===== config.mk =====
export PLATFORM = sky130hd
export DESIGN_NAME = odak_mul
export DESIGN_NICKNAME = d
export VERILOG_FILES = /design/src/hdl/odak_pkg.sv /design/src/hdl/odak_mul.sv
export SDC_FILE = /design/constraint.sdc
export NUM_CORES = 1
export LEC_CHECK = 0
export BUFFER_PORTS_ARGS = -buffer_cell sky130_fd_sc_hd__buf_2
export CORE_AREA = 2 2 175 160
export DETAILED_ROUTE_END_ITERATION = 7
export DIE_AREA = 0 0 177 162
export GPL_TIMING_DRIVEN = 0
export SLEW_MARGIN = 20
export SYNTH_ARGS = -nofsm -noshare
export SYNTH_HDL_FRONTEND = slang
export SYNTH_SLANG_ARGS = --single-unit

===== constraint.sdc =====
create_clock -name clock -period 8.6 [get_ports clock]
set_input_delay 0.86 -clock clock [delete_from_list [all_inputs] [get_ports clock]]
set_output_delay 0.86 -clock clock [all_outputs]
set_load 0.05 [all_outputs]

===== src/hdl/odak_pkg.sv =====
// ----------------------------------------------------------------------------
// odak_pkg
// Shared widths, constants and types of the omni drive kinematics block.
// ----------------------------------------------------------------------------
package odak_pkg;

   localparam int unsigned DATA_W   = 32;
   localparam int unsigned CFG_W    = 31;
   localparam int unsigned WIDE_W   = 66;
   localparam int unsigned CSR_AW   = 2;

   localparam logic [30:0] K_HALF_SQRT3 = 31'd1859775393;
   localparam logic [30:0] K_INV_SQRT3  = 31'd1239850262;

   localparam logic [CSR_AW-1:0] REG_MAX_DELTA = 2'd0;
   localparam logic [CSR_AW-1:0] REG_CIRC      = 2'd1;
   localparam logic [CSR_AW-1:0] REG_RADIUS    = 2'd2;

   localparam logic [CFG_W-1:0] CFG_RESET = 31'd65536;

   // sequencer states
   typedef enum logic [4:0] {
      ST_IDLE,
      ST_SPIN,
      ST_XPART,
      ST_CMD_A,
      ST_CMD_B,
      ST_CMD_C,
      ST_DIFF,
      ST_STEP_A,
      ST_STEP_B,
      ST_STEP_C,
      ST_FK_X,
      ST_FK_X2,
      ST_FK_Y,
      ST_FK_Y2,
      ST_FK_W,
      ST_FK_W2,
      ST_OUT
   } state_type;

   // bit-serial multiplier/divider command
   typedef struct packed {
      logic        mul_go;
      logic        div_go;
   } unit_cmd_type;

   // saturate a sign and magnitude to signed 32 bits
   function automatic logic [DATA_W-1:0] sat_signed(input logic neg,
                                                    input logic [WIDE_W-1:0] m);
      logic [DATA_W-1:0] r;
      if (neg) begin
         if (m >= 66'h80000000) r = 32'h80000000;
         else r = DATA_W'(~m[DATA_W-1:0] + 32'd1);
      end else begin
         if (m > 66'h7FFFFFFF) r = 32'h7FFFFFFF;
         else r = m[DATA_W-1:0];
      end
      return r;
   endfunction

endpackage


===== src/hdl/odak_mul.sv =====
// ----------------------------------------------------------------------------
// odak_mul
// Bit-serial unsigned multiplier, one multiplier bit per cycle.
// ----------------------------------------------------------------------------
module odak_mul
   import odak_pkg::*;
(
   input  logic              clock,
   input  logic              reset,
   input  logic              start,
   input  logic [WIDE_W-1:0] op_a,
   input  logic [CFG_W:0]    op_b,
   output logic              done,
   output logic [WIDE_W-1:0] product
);

   logic [WIDE_W-1:0] acc_ff, acc_in;
   logic [WIDE_W-1:0] mcand_ff, mcand_in;
   logic [CFG_W:0]    mplier_ff, mplier_in;
   logic [5:0]        cnt_ff, cnt_in;
   logic              busy_ff, busy_in;
   logic              done_ff, done_in;

   // shift-and-add, one bit of op_b per cycle
   always_comb begin
      acc_in    = acc_ff;
      mcand_in  = mcand_ff;
      mplier_in = mplier_ff;
      cnt_in    = cnt_ff;
      busy_in   = busy_ff;
      done_in   = 1'b0;
      if (start) begin
         acc_in    = '0;
         mcand_in  = op_a;
         mplier_in = op_b;
         cnt_in    = '0;
         busy_in   = 1'b1;
      end else if (busy_ff) begin
         if (mplier_ff[0]) acc_in = acc_ff + mcand_ff;
         mcand_in  = {mcand_ff[WIDE_W-2:0], 1'b0};
         mplier_in = {1'b0, mplier_ff[CFG_W:1]};
         cnt_in    = cnt_ff + 6'd1;
         if (cnt_ff == 6'(CFG_W)) begin
            busy_in = 1'b0;
            done_in = 1'b1;
         end
      end
   end

   always_ff @(posedge clock) begin
      if (reset) begin
         busy_ff <= 1'b0;
         done_ff <= 1'b0;
         cnt_ff  <= '0;
      end else begin
         busy_ff <= busy_in;
         done_ff <= done_in;
         cnt_ff  <= cnt_in;
      end
      acc_ff    <= acc_in;
      mcand_ff  <= mcand_in;
      mplier_ff <= mplier_in;
   end

   assign done    = done_ff;
   assign product = acc_ff;

endmodule


==> flow_summary.toml <==
[outcome]
outcome = "finished clean"

[worst_setup_path]
crit_path_cell_trace = "ha_1 > inv_1 > fa_1 > nor2b_1 > o31a_1 > o31ai_1 > a211oi_1 > o211a_1 > o21ai_1 > o21ai_1 > a2111oi_4 > or4_1 > o211ai_1"
cp_data_required_time_ps = 8930
r2r-end = "product[62]"
critPathBufInv = 1
slowest_delay_ps = 520
cp_data_arrival_time_ps = 4060
reg2reg_from = "mcand_ff[0]"
reg2reg_setup_slack_ps = 4870
cp-end-kind = "flip-flop"
cpMaxStageDelayCell = "a2111oi_4"
path_class = "reg -> reg"
startpoint_type = "flip-flop"
path_max_fanout = 4
reg2reg_depth = 13
cp_top_family = "compound AO/OA/AOI/OAI gates"
crit_path_frequent_cell = "o21ai_1"

[grt]
grt_max_degree = 57
grt_use_met2_pct = 31.5
grt_pass1_vias = 8528
grt.total_usage_pct = 20.2
antenna_found_initial = 1
use_met3_pct = 3.65
busiest_layer = "met2"
grt_remaining_overflow = 0
grt_util_met1_pct = 28.7
grt_pass1_wl_um = 45400

[cells_and_area]
drive_gt1_share_pct = 25.6
fin_nets = 1447
synthToLayoutAreaGrowth_pct = 18.0
nFillCells = 2659
layout.area.seq_um2 = 4420
multi_input_area_um2 = 5870

[synth]
synth_nets = 1261
synth_edf_count = 98
netlist_area_um2 = 10600
synth-seq-cells = 172
yosysWarnings = 0
synth-main-ff-cell = "edfxtp_1"
synth-async-reset-ratio_pct = 0
yosysSeqAreaShare_pct = 41.6
synth.distinct_cells = 73
synth_cells = 1093
avgSynthCellArea_um2 = 9.74

[clocking]
numCtsBuffers = 17
ctsHoldBuffers = 0
post_cts_buffers = 0
htreeDepth = 4
clkSlewWorstSetupHoldPaths_ps = 80
post_cts_resized = 0
clk_latency_ps = 450
cts-root-buf = "clkbuf_16"
cts_tree = "done"
cts.sink_count = 172
cts_buffer_depth = 2

[routing]
first_pass_iters = 5
wire_per_inst_um = 17.6
drc = 0
via_per_inst = 5.41
ant_nets = 0
wirelength_um = 29000
drtIter0Drc = 566
num_vias = 8918

[place]
dp_hpwl_um = 22200
portBuffers = 166
gp_congestion = 0.885
dp_slack_ps = 4650

[sta]
setup_tns_ps = 0
drv_slew = 0
rsz0062_at_grt = "false"
min_period_over_period_pct = 43.4
finalWorstSetupSlack_ps = 4870
hold_viol_final = 0
fin_crit_ps = 3730
slew_headroom_pct = 51.7
fmax_mhz = 268
fin_skew_ps = 18.0
worst_slew_pin_slew_ps = 717
setup_viol = 0

[floorplanning]
placementRows = 57
core_um2 = 26700
initial_utilization_pct = 39.8
die-area_um2 = 28700
ios = 168
die_w_um = 177
die_y_um = 162

[min_path]
holdCritStartpoint = "product[38]"
min_to = "product[38]"
hold_class = "reg -> reg"
hold_depth = 2

[power_and_ir_drop]
p_per_area_nw_per_um2 = 200
p_leak_uw = 0.00528
peakVddDrop_v = 0.000139

[run]
maxCapViolations = 0
[power by group]
group / total [µW] / switching [µW] / leakage, µW / internal, µW
clock: 805 / 389 / 0.000290 / 416
combinational: 691 / 433 / 0.00340 / 259
sequential: 1010 / 50.2 / 0.00159 / 961
total: 2510 / 872 / 0.00528 / 1640
[Yosys cell counts, types with 8 or more instances]
library cell | instances | area [µm²]
nor2_1 | 55 | 206
o21ai_0 | 57 | 285
xor2_1 | 25 | 219
a31oi_1 | 13 | 81.3
inv_1 | 15 | 56.3
nor2b_1 | 11 | 68.8
o21bai_1 | 11 | 82.6
nor3_1 | 10 | 50.1
nand2_1 | 145 | 544
a211oi_1 | 11 | 82.6
mux2_2 | 95 | 1070
o21a_1 | 12 | 90.1
nand4_1 | 26 | 163
edfxtp_1 | 98 | 2940
a21o_1 | 36 | 270
nand3_1 | 23 | 115
ha_1 | 66 | 826
dfxtp_1 | 74 | 1480
clkbuf_1 | 47 | 176
xnor2_1 | 29 | 254
or2_2 | 8 | 50.1
a21oi_1 | 114 | 571
[metal layers]
metal  vias up  wire, µm
met5         -         0
met4         0       442
met3        30      1330
met2       218     12900
met1      4259     14300
li1       4411         -
[kinds of logic after synthesis]
kind of cell / synth area share [%]
compound gates: 18.2
xor+xnor: 4.44
fa+ha+maj: 7.94
buf+inv: 3.43
flops: 41.6
mux: 10.1
simple gates: 14.3
[metrics by stage]
step	instances	hold WS (ps)	total power [µW]	utilization (%)	cell area [µm²]
floorplan	1093	424	1540	-	10600
global placement	1613	458	1710	44.6	11900
detailed placement	1614	452	1710	44.7	12000
CTS	1646	476	2520	47.0	12600
global route	1647	493	2630	47.0	12600
finish	1647	474	2510	47.0	12600
[worst max path at each step]
stage,startpoint,to,slack (ps),cells after the start
3_3_place_gp,start,mcand_ff[26],2840,4
3_5_place_dp,mcand_ff[3],product[39],4650,11
4_1_cts,mcand_ff[3],product[39],4590,11
5_1_grt,mcand_ff[0],product[62],4630,13
6_report,mcand_ff[0],product[62],4870,13
2_1_floorplan,start,mcand_ff[0],4520,4
[state kept, by name, indices dropped and copies added, names as in the netlist]
signal,count
mcand_ff,66
product,66
mplier_ff,32
cnt_ff,6
busy_ff,1
done,1
[worst reg2reg max path, delay by kind of cell (launching register included)]
kind                     cells  cell delay [ps]
buffers and inverters        1               80
AO/OA/AOI/OAI                8             2500
AND/OR/NAND/NOR              2              250
flip-flops                   1              400
adder cells (fa/ha/maj)      2              410
[layout make-up]
cell class | instances | area share [%]
diodes | 1 | 0.0199
clock inverters | 15 | 1.39
clock buffers | 17 | 3.39
flip-flops and latches | 172 | 35.2
multi-input cells | 845 | 46.7
well taps | 354 | 3.52
inverters | 16 | 0.478
plain buffers | 60 | 2.43
repair buffers | 167 | 6.83
[cell usage in the layout, fill, tap and decap left out, types with 12 or more instances in the layout]
cell type,synthesis,routed
dfxtp_1,74,74
nand4_1,26,26
nor2_1,55,55
xor2_1,25,25
inv_1,15,15
a21oi_1,114,114
clkbuf_16,0,17
mux2_2,95,95
buf_2,0,166
edfxtp_1,98,98
xnor2_1,29,29
ha_1,66,66
nand2_1,145,144
o21ai_0,57,57
o21a_1,12,12
nand3_1,23,23
a21o_1,36,36
a31oi_1,13,13
clkbuf_1,47,47
No activity file was read; power rests on OpenSTA's default activity.
