$ cat src/hdl/odak_pkg.sv
// ----------------------------------------------------------------------------
// odak_pkg
// Shared widths, constants and types of the omni drive kinematics block.
// ----------------------------------------------------------------------------
package odak_pkg;

   localparam int unsigned DATA_W   = 32;
   localparam int unsigned CFG_W    = 31;
   localparam int unsigned WIDE_W   = 66;
   localparam int unsigned CSR_AW   = 2;

   localparam logic [30:0] K_HALF_SQRT3 = 31'd1859775393;
   localparam logic [30:0] K_INV_SQRT3  = 31'd1239850262;

   localparam logic [CSR_AW-1:0] REG_MAX_DELTA = 2'd0;
   localparam logic [CSR_AW-1:0] REG_CIRC      = 2'd1;
   localparam logic [CSR_AW-1:0] REG_RADIUS    = 2'd2;

   localparam logic [CFG_W-1:0] CFG_RESET = 31'd65536;

   // sequencer states
   typedef enum logic [4:0] {
      ST_IDLE,
      ST_SPIN,
      ST_XPART,
      ST_CMD_A,
      ST_CMD_B,
      ST_CMD_C,
      ST_DIFF,
      ST_STEP_A,
      ST_STEP_B,
      ST_STEP_C,
      ST_FK_X,
      ST_FK_X2,
      ST_FK_Y,
      ST_FK_Y2,
      ST_FK_W,
      ST_FK_W2,
      ST_OUT
   } state_type;

   // bit-serial multiplier/divider command
   typedef struct packed {
      logic        mul_go;
      logic        div_go;
   } unit_cmd_type;

   // saturate a sign and magnitude to signed 32 bits
   function automatic logic [DATA_W-1:0] sat_signed(input logic neg,
                                                    input logic [WIDE_W-1:0] m);
      logic [DATA_W-1:0] r;
      if (neg) begin
         if (m >= 66'h80000000) r = 32'h80000000;
         else r = DATA_W'(~m[DATA_W-1:0] + 32'd1);
      end else begin
         if (m > 66'h7FFFFFFF) r = 32'h7FFFFFFF;
         else r = m[DATA_W-1:0];
      end
      return r;
   endfunction

endpackage

$ cat src/hdl/odak_div.sv
// ----------------------------------------------------------------------------
// odak_div
// Bit-serial restoring divider, one quotient bit per cycle.
// ----------------------------------------------------------------------------
module odak_div
   import odak_pkg::*;
(
   input  logic              clock,
   input  logic              reset,
   input  logic              start,
   input  logic [WIDE_W-1:0] dividend,
   input  logic [WIDE_W-1:0] divisor,
   output logic              done,
   output logic [WIDE_W-1:0] quotient
);

   logic [WIDE_W-1:0] quo_ff, quo_in;
   logic [WIDE_W-1:0] rem_ff, rem_in;
   logic [WIDE_W-1:0] den_ff, den_in;
   logic [6:0]        cnt_ff, cnt_in;
   logic              busy_ff, busy_in;
   logic              done_ff, done_in;
   logic [WIDE_W:0]   trial;

   // shift in one dividend bit and subtract when it fits
   always_comb begin
      quo_in  = quo_ff;
      rem_in  = rem_ff;
      den_in  = den_ff;
      cnt_in  = cnt_ff;
      busy_in = busy_ff;
      done_in = 1'b0;
      trial   = {rem_ff, quo_ff[WIDE_W-1]};
      if (start) begin
         quo_in  = dividend;
         rem_in  = '0;
         den_in  = divisor;
         cnt_in  = '0;
         busy_in = 1'b1;
      end else if (busy_ff) begin
         if (trial >= {1'b0, den_ff}) begin
            rem_in = WIDE_W'(trial - {1'b0, den_ff});
            quo_in = {quo_ff[WIDE_W-2:0], 1'b1};
         end else begin
            rem_in = trial[WIDE_W-1:0];
            quo_in = {quo_ff[WIDE_W-2:0], 1'b0};
         end
         cnt_in = cnt_ff + 7'd1;
         if (cnt_ff == 7'(WIDE_W-1)) begin
            busy_in = 1'b0;
            done_in = 1'b1;
         end
      end
   end

   always_ff @(posedge clock) begin
      if (reset) begin
         busy_ff <= 1'b0;
         done_ff <= 1'b0;
         cnt_ff  <= '0;
      end else begin
         busy_ff <= busy_in;
         done_ff <= done_in;
         cnt_ff  <= cnt_in;
      end
      quo_ff <= quo_in;
      rem_ff <= rem_in;
      den_ff <= den_in;
   end

   assign done     = done_ff;
   assign quotient = quo_ff;

endmodule

$ cat config.mk
export PLATFORM = sky130hd
export DESIGN_NAME = odak_div
export DESIGN_NICKNAME = d
export VERILOG_FILES = /design/src/hdl/odak_pkg.sv /design/src/hdl/odak_div.sv
export SDC_FILE = /design/constraint.sdc
export NUM_CORES = 1
export LEC_CHECK = 0
export BUFFER_PORTS_ARGS = -buffer_cell sky130_fd_sc_hd__buf_2
export CAP_MARGIN = 15
export CORE_ASPECT_RATIO = 1.25
export CORE_MARGIN = 4
export CORE_UTILIZATION = 25
export CTS_BUF_LIST = sky130_fd_sc_hd__clkbuf_4
export DETAILED_ROUTE_END_ITERATION = 12
export PLACE_DENSITY = 0.39
export SYNTH_ARGS = -nofsm -noshare
export SYNTH_HDL_FRONTEND = slang
export SYNTH_SLANG_ARGS = --single-unit
$ cat constraint.sdc
create_clock -name clock -period 3.2 [get_ports clock]
set_input_delay 0.32 -clock clock [delete_from_list [all_inputs] [get_ports clock]]
set_output_delay 0.32 -clock clock [all_outputs]
set_load 0.01 [all_outputs]
==> impl_metrics.env, run 1 <==
export IMPL_slew_violations=0
export IMPL_top_layer="met4"
export IMPL_first_pass_iters=4
export IMPL_place_hpwl_um=28600
export IMPL_place_congestion=0.821
export IMPL_place_area_um2=14800
export IMPL_clock_latency_ps=780
export IMPL_synth_async_reset_ratio=0
export IMPL_yosysTopAreaCell="edfxtp_1"
export IMPL_ant_nets=0
export IMPL_fp_dieArea_um2=52600
export IMPL_ir_worst_vdd_mv=0.257
export IMPL_via_per_inst=4.54
export IMPL_finalHoldViolations=0
export IMPL_met1_length_um=16200
export IMPL_required_ps=3790
export IMPL_overflow=0
export IMPL_multiInputGateArea_um2=6370
export IMPL_cts_buffer_depth=3
export IMPL_drive_gt1_frac=0.320
export IMPL_crit_type="flip-flop to flip-flop"
export IMPL_switching_share=0.321
export IMPL_core_region_area_um2=48300
export IMPL_synthCells=1235
export IMPL_grt_pass1_wl_um=62100
export IMPL_grt_pass1_vias=11700
export IMPL_antenna_found_initial=2
export IMPL_grt_max_degree=90
export IMPL_clock_fmax_ghz=0.287
export IMPL_violations="setup timing"
export IMPL_synth_area_um2=12200
export IMPL_p_switching_mw=2.81
export IMPL_syn_avg_cell_area_um2=9.91
export IMPL_vias=10900
export IMPL_port_buffers=201
export IMPL_drtIter0Drc=402
export IMPL_io_pins=202
export IMPL_track_usage=0.147
export IMPL_root_buffer="clkbuf_4"
export IMPL_synth_ff_type="edfxtp_1"
export IMPL_synth_area_leaders="edfxtp_1 32%, dfxtp_1 12%, ha_1 7.0%"
export IMPL_final_area_um2=17400
export IMPL_tns_ps=-14130
export IMPL_layout_area_seq_um2=5470
export IMPL_cp_start_kind="flip-flop"
export IMPL_synth_top_cell_area_share=0.324
export IMPL_ys_ff_latch=207
export IMPL_p_comb_frac=0.303
export IMPL_slew_headroom=0.382
export IMPL_worst_pin_slew_ps=927
export IMPL_seq_area_frac_synth=0.447
export IMPL_outcome="complete, but fails checks"
export IMPL_intPower_mw=5.94
export IMPL_setup_violations=67
export IMPL_min_period_over_period=1.09
export IMPL_worstPathArrival_ps=4080
export IMPL_cts_tree="yes"
export IMPL_syn_nets=1439
export IMPL_hold_class="input port to flip-flop"
export IMPL_layout_nets=1914
export IMPL_totalWireLength_um=39000
export IMPL_maxCapViolCount=0
export IMPL_detail_route_wl_per_cell_um=16.2
export IMPL_reg2reg_depth=13
export IMPL_crit_path_end_kind="flip-flop"
export IMPL_cp_max_fo=8
export IMPL_holdWs_ps=260
export IMPL_finClkSkew_ps=72.6
export IMPL_start_util=0.253
export IMPL_holdPathStages=2
export IMPL_fp_dieW_um=206
export IMPL_p_per_area_nw_per_um2=504
export IMPL_fin_crit_ps=3490
export IMPL_seq_power_share=0.373
export IMPL_post_route_drc_count=0
export IMPL_yosysWarningCount=0
export IMPL_fin_util=0.359
export IMPL_layout_setup_ws_ps=-289
export IMPL_leakage_nw=7.32
export IMPL_wl_met3_um=1850
export IMPL_rows=90
export IMPL_cts_made_buffers=67
export IMPL_n_fill_cell=4955
export IMPL_met2_length_um=19800
export IMPL_die_y_um=255
export IMPL_power_share_clock=0.324
export IMPL_clock_sinks=207
export IMPL_ys_types=61
export IMPL_synth_edf_count=132
export IMPL_clkTransAtPathRegs_ps=60
export IMPL_syn_to_final_growth_pct=41.8
export IMPL_h_tree_depth=3
export IMPL_rsz0062_at_grt="yes"
[critical path, cell delays in order (launching register included)]
cell and delay (ps):
edfxtp_1 410, ha_4 180, buf_4 130, nor2b_4 140
o21bai_4 70, a211o_1 280, a2111o_1 440, a2111oi_4 420
o21ai_2 130, o41ai_4 400, buf_6 220, buf_12 160
mux2i_4 230, a211oi_2 80
[state kept, by name, summed over array words and instances, names as in the netlist]
register and count:
quotient 66, busy_ff 1, cnt_ff 7, rem_ff 66
den_ff 66, done 1
[layout make-up]
| cell class | instances | area share |
|---|---|---|
| diodes | 2 | 0.000288 |
| clock buffers | 96 | 0.0415 |
| clock inverters | 24 | 0.00887 |
| inverters | 89 | 0.0193 |
| multi-input cells | 877 | 0.367 |
| flip-flops and latches | 207 | 0.315 |
| well taps | 644 | 0.0464 |
| repair buffers | 468 | 0.201 |
[stage by stage]
| stage | setup WS, ps | power, mW | std cells |
|---|---|---|---|
| floorplan | -3.38 | 4.79 | 1235 |
| detailed placement | -394 | 5.72 | 2141 |
| CTS | -451 | 8.94 | 2402 |
| finish | -289 | 8.75 | 2407 |
| global placement | -291 | 5.73 | 2141 |
| global route | -464 | 9.38 | 2406 |
[layer usage]
metal	global-route usage	vias to the layer above
li1	-	5513
met1	0.173	5101
met2	0.258	234
met3	0.0331	78
met4	0.0623	0
met5	0	-
[cells in the mapped netlist (4+ instances only)]
library cell	number
mux2i_1	47
a211oi_1	59
nand2_1	96
o21a_1	9
clkbuf_1	45
o21ai_0	68
buf_4	7
o31ai_1	4
o211ai_1	7
a31oi_1	7
xor2_1	23
inv_1	89
dfxtp_1	75
nand4_1	25
a21o_1	22
nor2_1	120
or3_1	7
buf_8	4
nor3_1	11
nor4_1	4
o22ai_1	4
xnor2_1	42
a21boi_0	6
edfxtp_1	132
o21bai_1	17
a221oi_1	4
buf_2	4
and4_1	4
a21oi_1	97
ha_1	68
mux2_2	66
nand3_1	15
[path summary, 6_finish.rpt]
check / startpoint / slack [ps] / to
setup / recovery: den_ff[0] / -290 / rem_ff[54]
hold / removal: divisor[16] / 260 / den_ff[16]
setup reg to reg: den_ff[0] / -290 / rem_ff[54]
hold reg to reg: rem_ff[34] / 500 / rem_ff[34]
[cell usage in the layout, fill, tap and decap left out, drive strengths merged, types with 66 or more instances in the layout]
master         n
mux2          66
clkbuf        97
o21ai         70
ha            68
inv           90
a21oi         97
edfxtp       132
dfxtp         75
nand2         96
buf          333
nor2         120
dlygate4sd3  134
[timing repair]
item	CTS	global route
pin swaps	23	12
gates resized for setup	34	34
endpoints found under the hold margin	166	0
buffers inserted	5	6
gates cloned	2	0
endpoints found under the setup margin	67	67
hold buffers	134	0
[cell families after synthesis]
group           count (synthesis)  synth area share
xor+xnor                       65            0.0465
simple gates                  301             0.109
buf+inv                       151            0.0538
flops                         207             0.447
fa+ha+maj                      69            0.0712
mux                           113            0.0992
compound gates                329             0.173
[power groups by stage]
stage	Clock [mW]	Combinational, mW	Sequential [mW]
2_1_floorplan	0	1.47	3.32
3_3_place_gp	0	2.41	3.32
3_5_place_dp	0	2.40	3.32
4_1_cts	3.03	2.64	3.27
5_1_grt	3.16	2.93	3.30
6_report	2.83	2.65	3.26
Power figures use the tool's default switching activity.
==> run 2: changes to the inputs <==
ABC_AREA = 1   (was default)
==> run 2 against run 1 <==
The flow now finishes without violations. Hold slack got worse by 73 ps. Sequential share of layout area fell by 2.8 points. Clock skew fell by 3.9 ps. Critical endpoint is now rem_ff[23]. Highest routed layer unchanged.
==> impl_metrics.env, run 2 <==
export IMPL_h_tree_depth=2
export IMPL_met2_usage=0.325
export IMPL_hold_start="divisor[47]"
export IMPL_layout_cells_most_common_list="931 x nand2_1, 419 x inv_1, 200 x buf_2"
export IMPL_final_area_um2=19000
export IMPL_antenna_found_initial=4
export IMPL_totalWireLength_um=55400
export IMPL_synth_async_reset_ratio=0
export IMPL_ys_ff_latch=207
export IMPL_io_pins=202
export IMPL_ant_nets=0
export IMPL_crit_path_end_kind="flip-flop"
export IMPL_grtUsageMet1=0.199
export IMPL_crit_type="flip-flop to flip-flop"
export IMPL_place_hpwl_um=43400
export IMPL_reg2reg_from="den_ff[18]"
export IMPL_grt_pass1_vias=15300
export IMPL_synth_edf_count=132
export IMPL_place_area_um2=16400
export IMPL_rsz0062_at_grt="no"
export IMPL_first_pass_iters=5
export IMPL_required_ps=3870
export IMPL_min_period_over_period=0.888
export IMPL_cts_buffer_depth=3
export IMPL_ys_types=38
export IMPL_rows=98
export IMPL_layout_nets=2824
export IMPL_synthCells=2224
export IMPL_holdPathStages=2
export IMPL_dp_cells=3138
export IMPL_n_fill_cell=6385
export IMPL_syn_avg_cell_area_um2=6.56
export IMPL_finalNonFillerCells=3425
export IMPL_synth_most_common_cell="nand2_1"
export IMPL_seq_area_frac_synth=0.374
export IMPL_top_usage_layer="met2"
export IMPL_clock_sinks=207
export IMPL_overflow=0
export IMPL_synth_top_cell_area_share=0.271
export IMPL_die_y_um=278
export IMPL_synth_area_leaders="edfxtp_1 27%, nand2_1 24%, inv_1 11%"
export IMPL_fp_dieArea_um2=62400
export IMPL_cp_start_kind="flip-flop"
export IMPL_synth_area_um2=14600
export IMPL_drtIter0Drc=703
export IMPL_yosysTopAreaCell="edfxtp_1"
export IMPL_outcome="completed"
export IMPL_p_per_area_nw_per_um2=366
export IMPL_core_region_area_um2=57500
export IMPL_yosysWarningCount=0
export IMPL_start_util=0.254
export IMPL_clock_latency_ps=860
export IMPL_track_usage=0.175
export IMPL_syn_nets=2428
export IMPL_maxCapViolCount=0
export IMPL_slew_violations=0
export IMPL_r2r_setup_slack_ps=360
export IMPL_whs_endpoint="den_ff[47]"
export IMPL_detail_route_wl_per_cell_um=16.2
export IMPL_reg2reg_depth=17
export IMPL_clkTransAtPathRegs_ps=60
export IMPL_fp_dieW_um=224
export IMPL_grt_max_degree=69
export IMPL_vias=14800
export IMPL_root_buffer="clkbuf_4"
export IMPL_worstPathArrival_ps=3520
export IMPL_synth_ff_type="edfxtp_1"
export IMPL_place_congestion=0.938
export IMPL_ir_worst_vdd_mv=0.226
export IMPL_drive_gt1_frac=0.136
export IMPL_via_per_inst=4.32
export IMPL_fin_util=0.330
export IMPL_leakage_nw=10.0
export IMPL_synth_common_cells="932 x nand2_1, 420 x inv_1, 162 x nand3_1"
export IMPL_syn_to_final_growth_pct=30.2
export IMPL_grt_use_met3=0.0293
export IMPL_fin_crit_ps=2840
export IMPL_cp_max_fo=25
export IMPL_startpoint="den_ff[18]"
export IMPL_clock_fmax_ghz=0.352
export IMPL_cts_tree="yes"
export IMPL_postCtsSetupBuffers=0
export IMPL_worst_pin_slew_ps=869
export IMPL_setup_violations=0
export IMPL_finalHoldViolations=0
export IMPL_finClkSkew_ps=68.7
export IMPL_grt_pass1_wl_um=85700
export IMPL_port_buffers=201
export IMPL_post_route_drc_count=0
export IMPL_timing_rr_end="rem_ff[23]"
export IMPL_cts_made_buffers=61
export IMPL_power_total_mw=6.95
export IMPL_final_common_cell="nand2_1"
export IMPL_hold_class="input port to flip-flop"
export IMPL_slew_headroom=0.421
export IMPL_tns_ps=0
## run 2: cell count changes in the layout (fill, tap and decap cells not counted), sizes merged, moves of 41 or more
cell and delta:
a211oi -59, buf -117, inv +341, mux2 -66, mux2i -47, nand2 +841, nand3 +148, nand3b +41
## run 2: area by class of cell
cell class	count	area (µm²)	share of cell area
Timing Repair Buffer	384	2870	0.151
Tap cell	750	938	0.0494
Clock buffer	102	766	0.0403
Inverter	429	1610	0.0849
Antenna cell	2	5.00	0.000263
Clock inverter	14	81.3	0.00428
Multi-Input combinational cell	1537	7270	0.382
Sequential cell	207	5470	0.288
## run 2: worst max-delay path by stage
| stage | endpoint | slack (ps) | depth (start not counted) |
|---|---|---|---|
| after floorplan | quotient[0] | 990 | 4 |
| after global placement | rem_ff[64] | 180 | 19 |
| after detailed placement | rem_ff[64] | 180 | 18 |
| after CTS | rem_ff[64] | 110 | 19 |
| after global routing | rem_ff[60] | 60 | 19 |
| final | rem_ff[23] | 360 | 17 |
## run 2: power breakdown
part	switching [mW]	leakage [nW]	total [mW]	internal [mW]
Clock	1.34	0.511	2.79	1.45
Combinational	0.614	7.58	1.05	0.437
Sequential	0.0727	1.93	3.10	3.03
Total	2.03	10.0	6.95	4.92
## run 2: kinds of logic (layout without fill, tap and decap cells)
group                    Yosys count  count (layout)  synth area share
AND/OR/NAND/NOR                 1306            1306             0.370
buffers and inverters            480             929             0.129
flip-flops                       207             207             0.374
AO/OA/AOI/OAI                    125             125            0.0446
adder cells (fa/ha/maj)           69              69            0.0596
XOR/XNOR                          37              37            0.0222
other                              0               2                 0
## run 2: critical path, cell delays in order, from the launching register on
cell and delay, ps:
edfxtp_1 360, inv_1 90, ha_1 300, nand2_1 150, inv_1 70, nand2_1 60, nand2_1 80, inv_1 60
nand2_1 140, inv_1 100, nand3_1 220, nand2_1 190, nand3_2 110, nand2_4 110, buf_4 310, nand3_1 120
nand3_1 100, o21ai_0 90
## run 2: per-layer routing
metal / share of wire / vias to the layer above / wire, µm
li1: - / 7658 / -
met5: 0 / - / 0
met2: 0.52 / 296 / 28500
met4: 0.037 / 0 / 2050
met3: 0.039 / 113 / 2160
met1: 0.41 / 6735 / 22600
## run 2: timing repair
item | 4_1_cts | 5_1_grt
setup endpoints to repair | 0 | 3
hold buffers | 168 | 0
resized for setup | 0 | 2
hold endpoints to repair | 143 | 0
## run 2: through the flow
stage,hold slack [ps],setup WS [ps]
finish,186,359
global route,99.9,61.0
CTS,76.6,109
detailed placement,459,180
global placement,457,181
floorplan,389,992
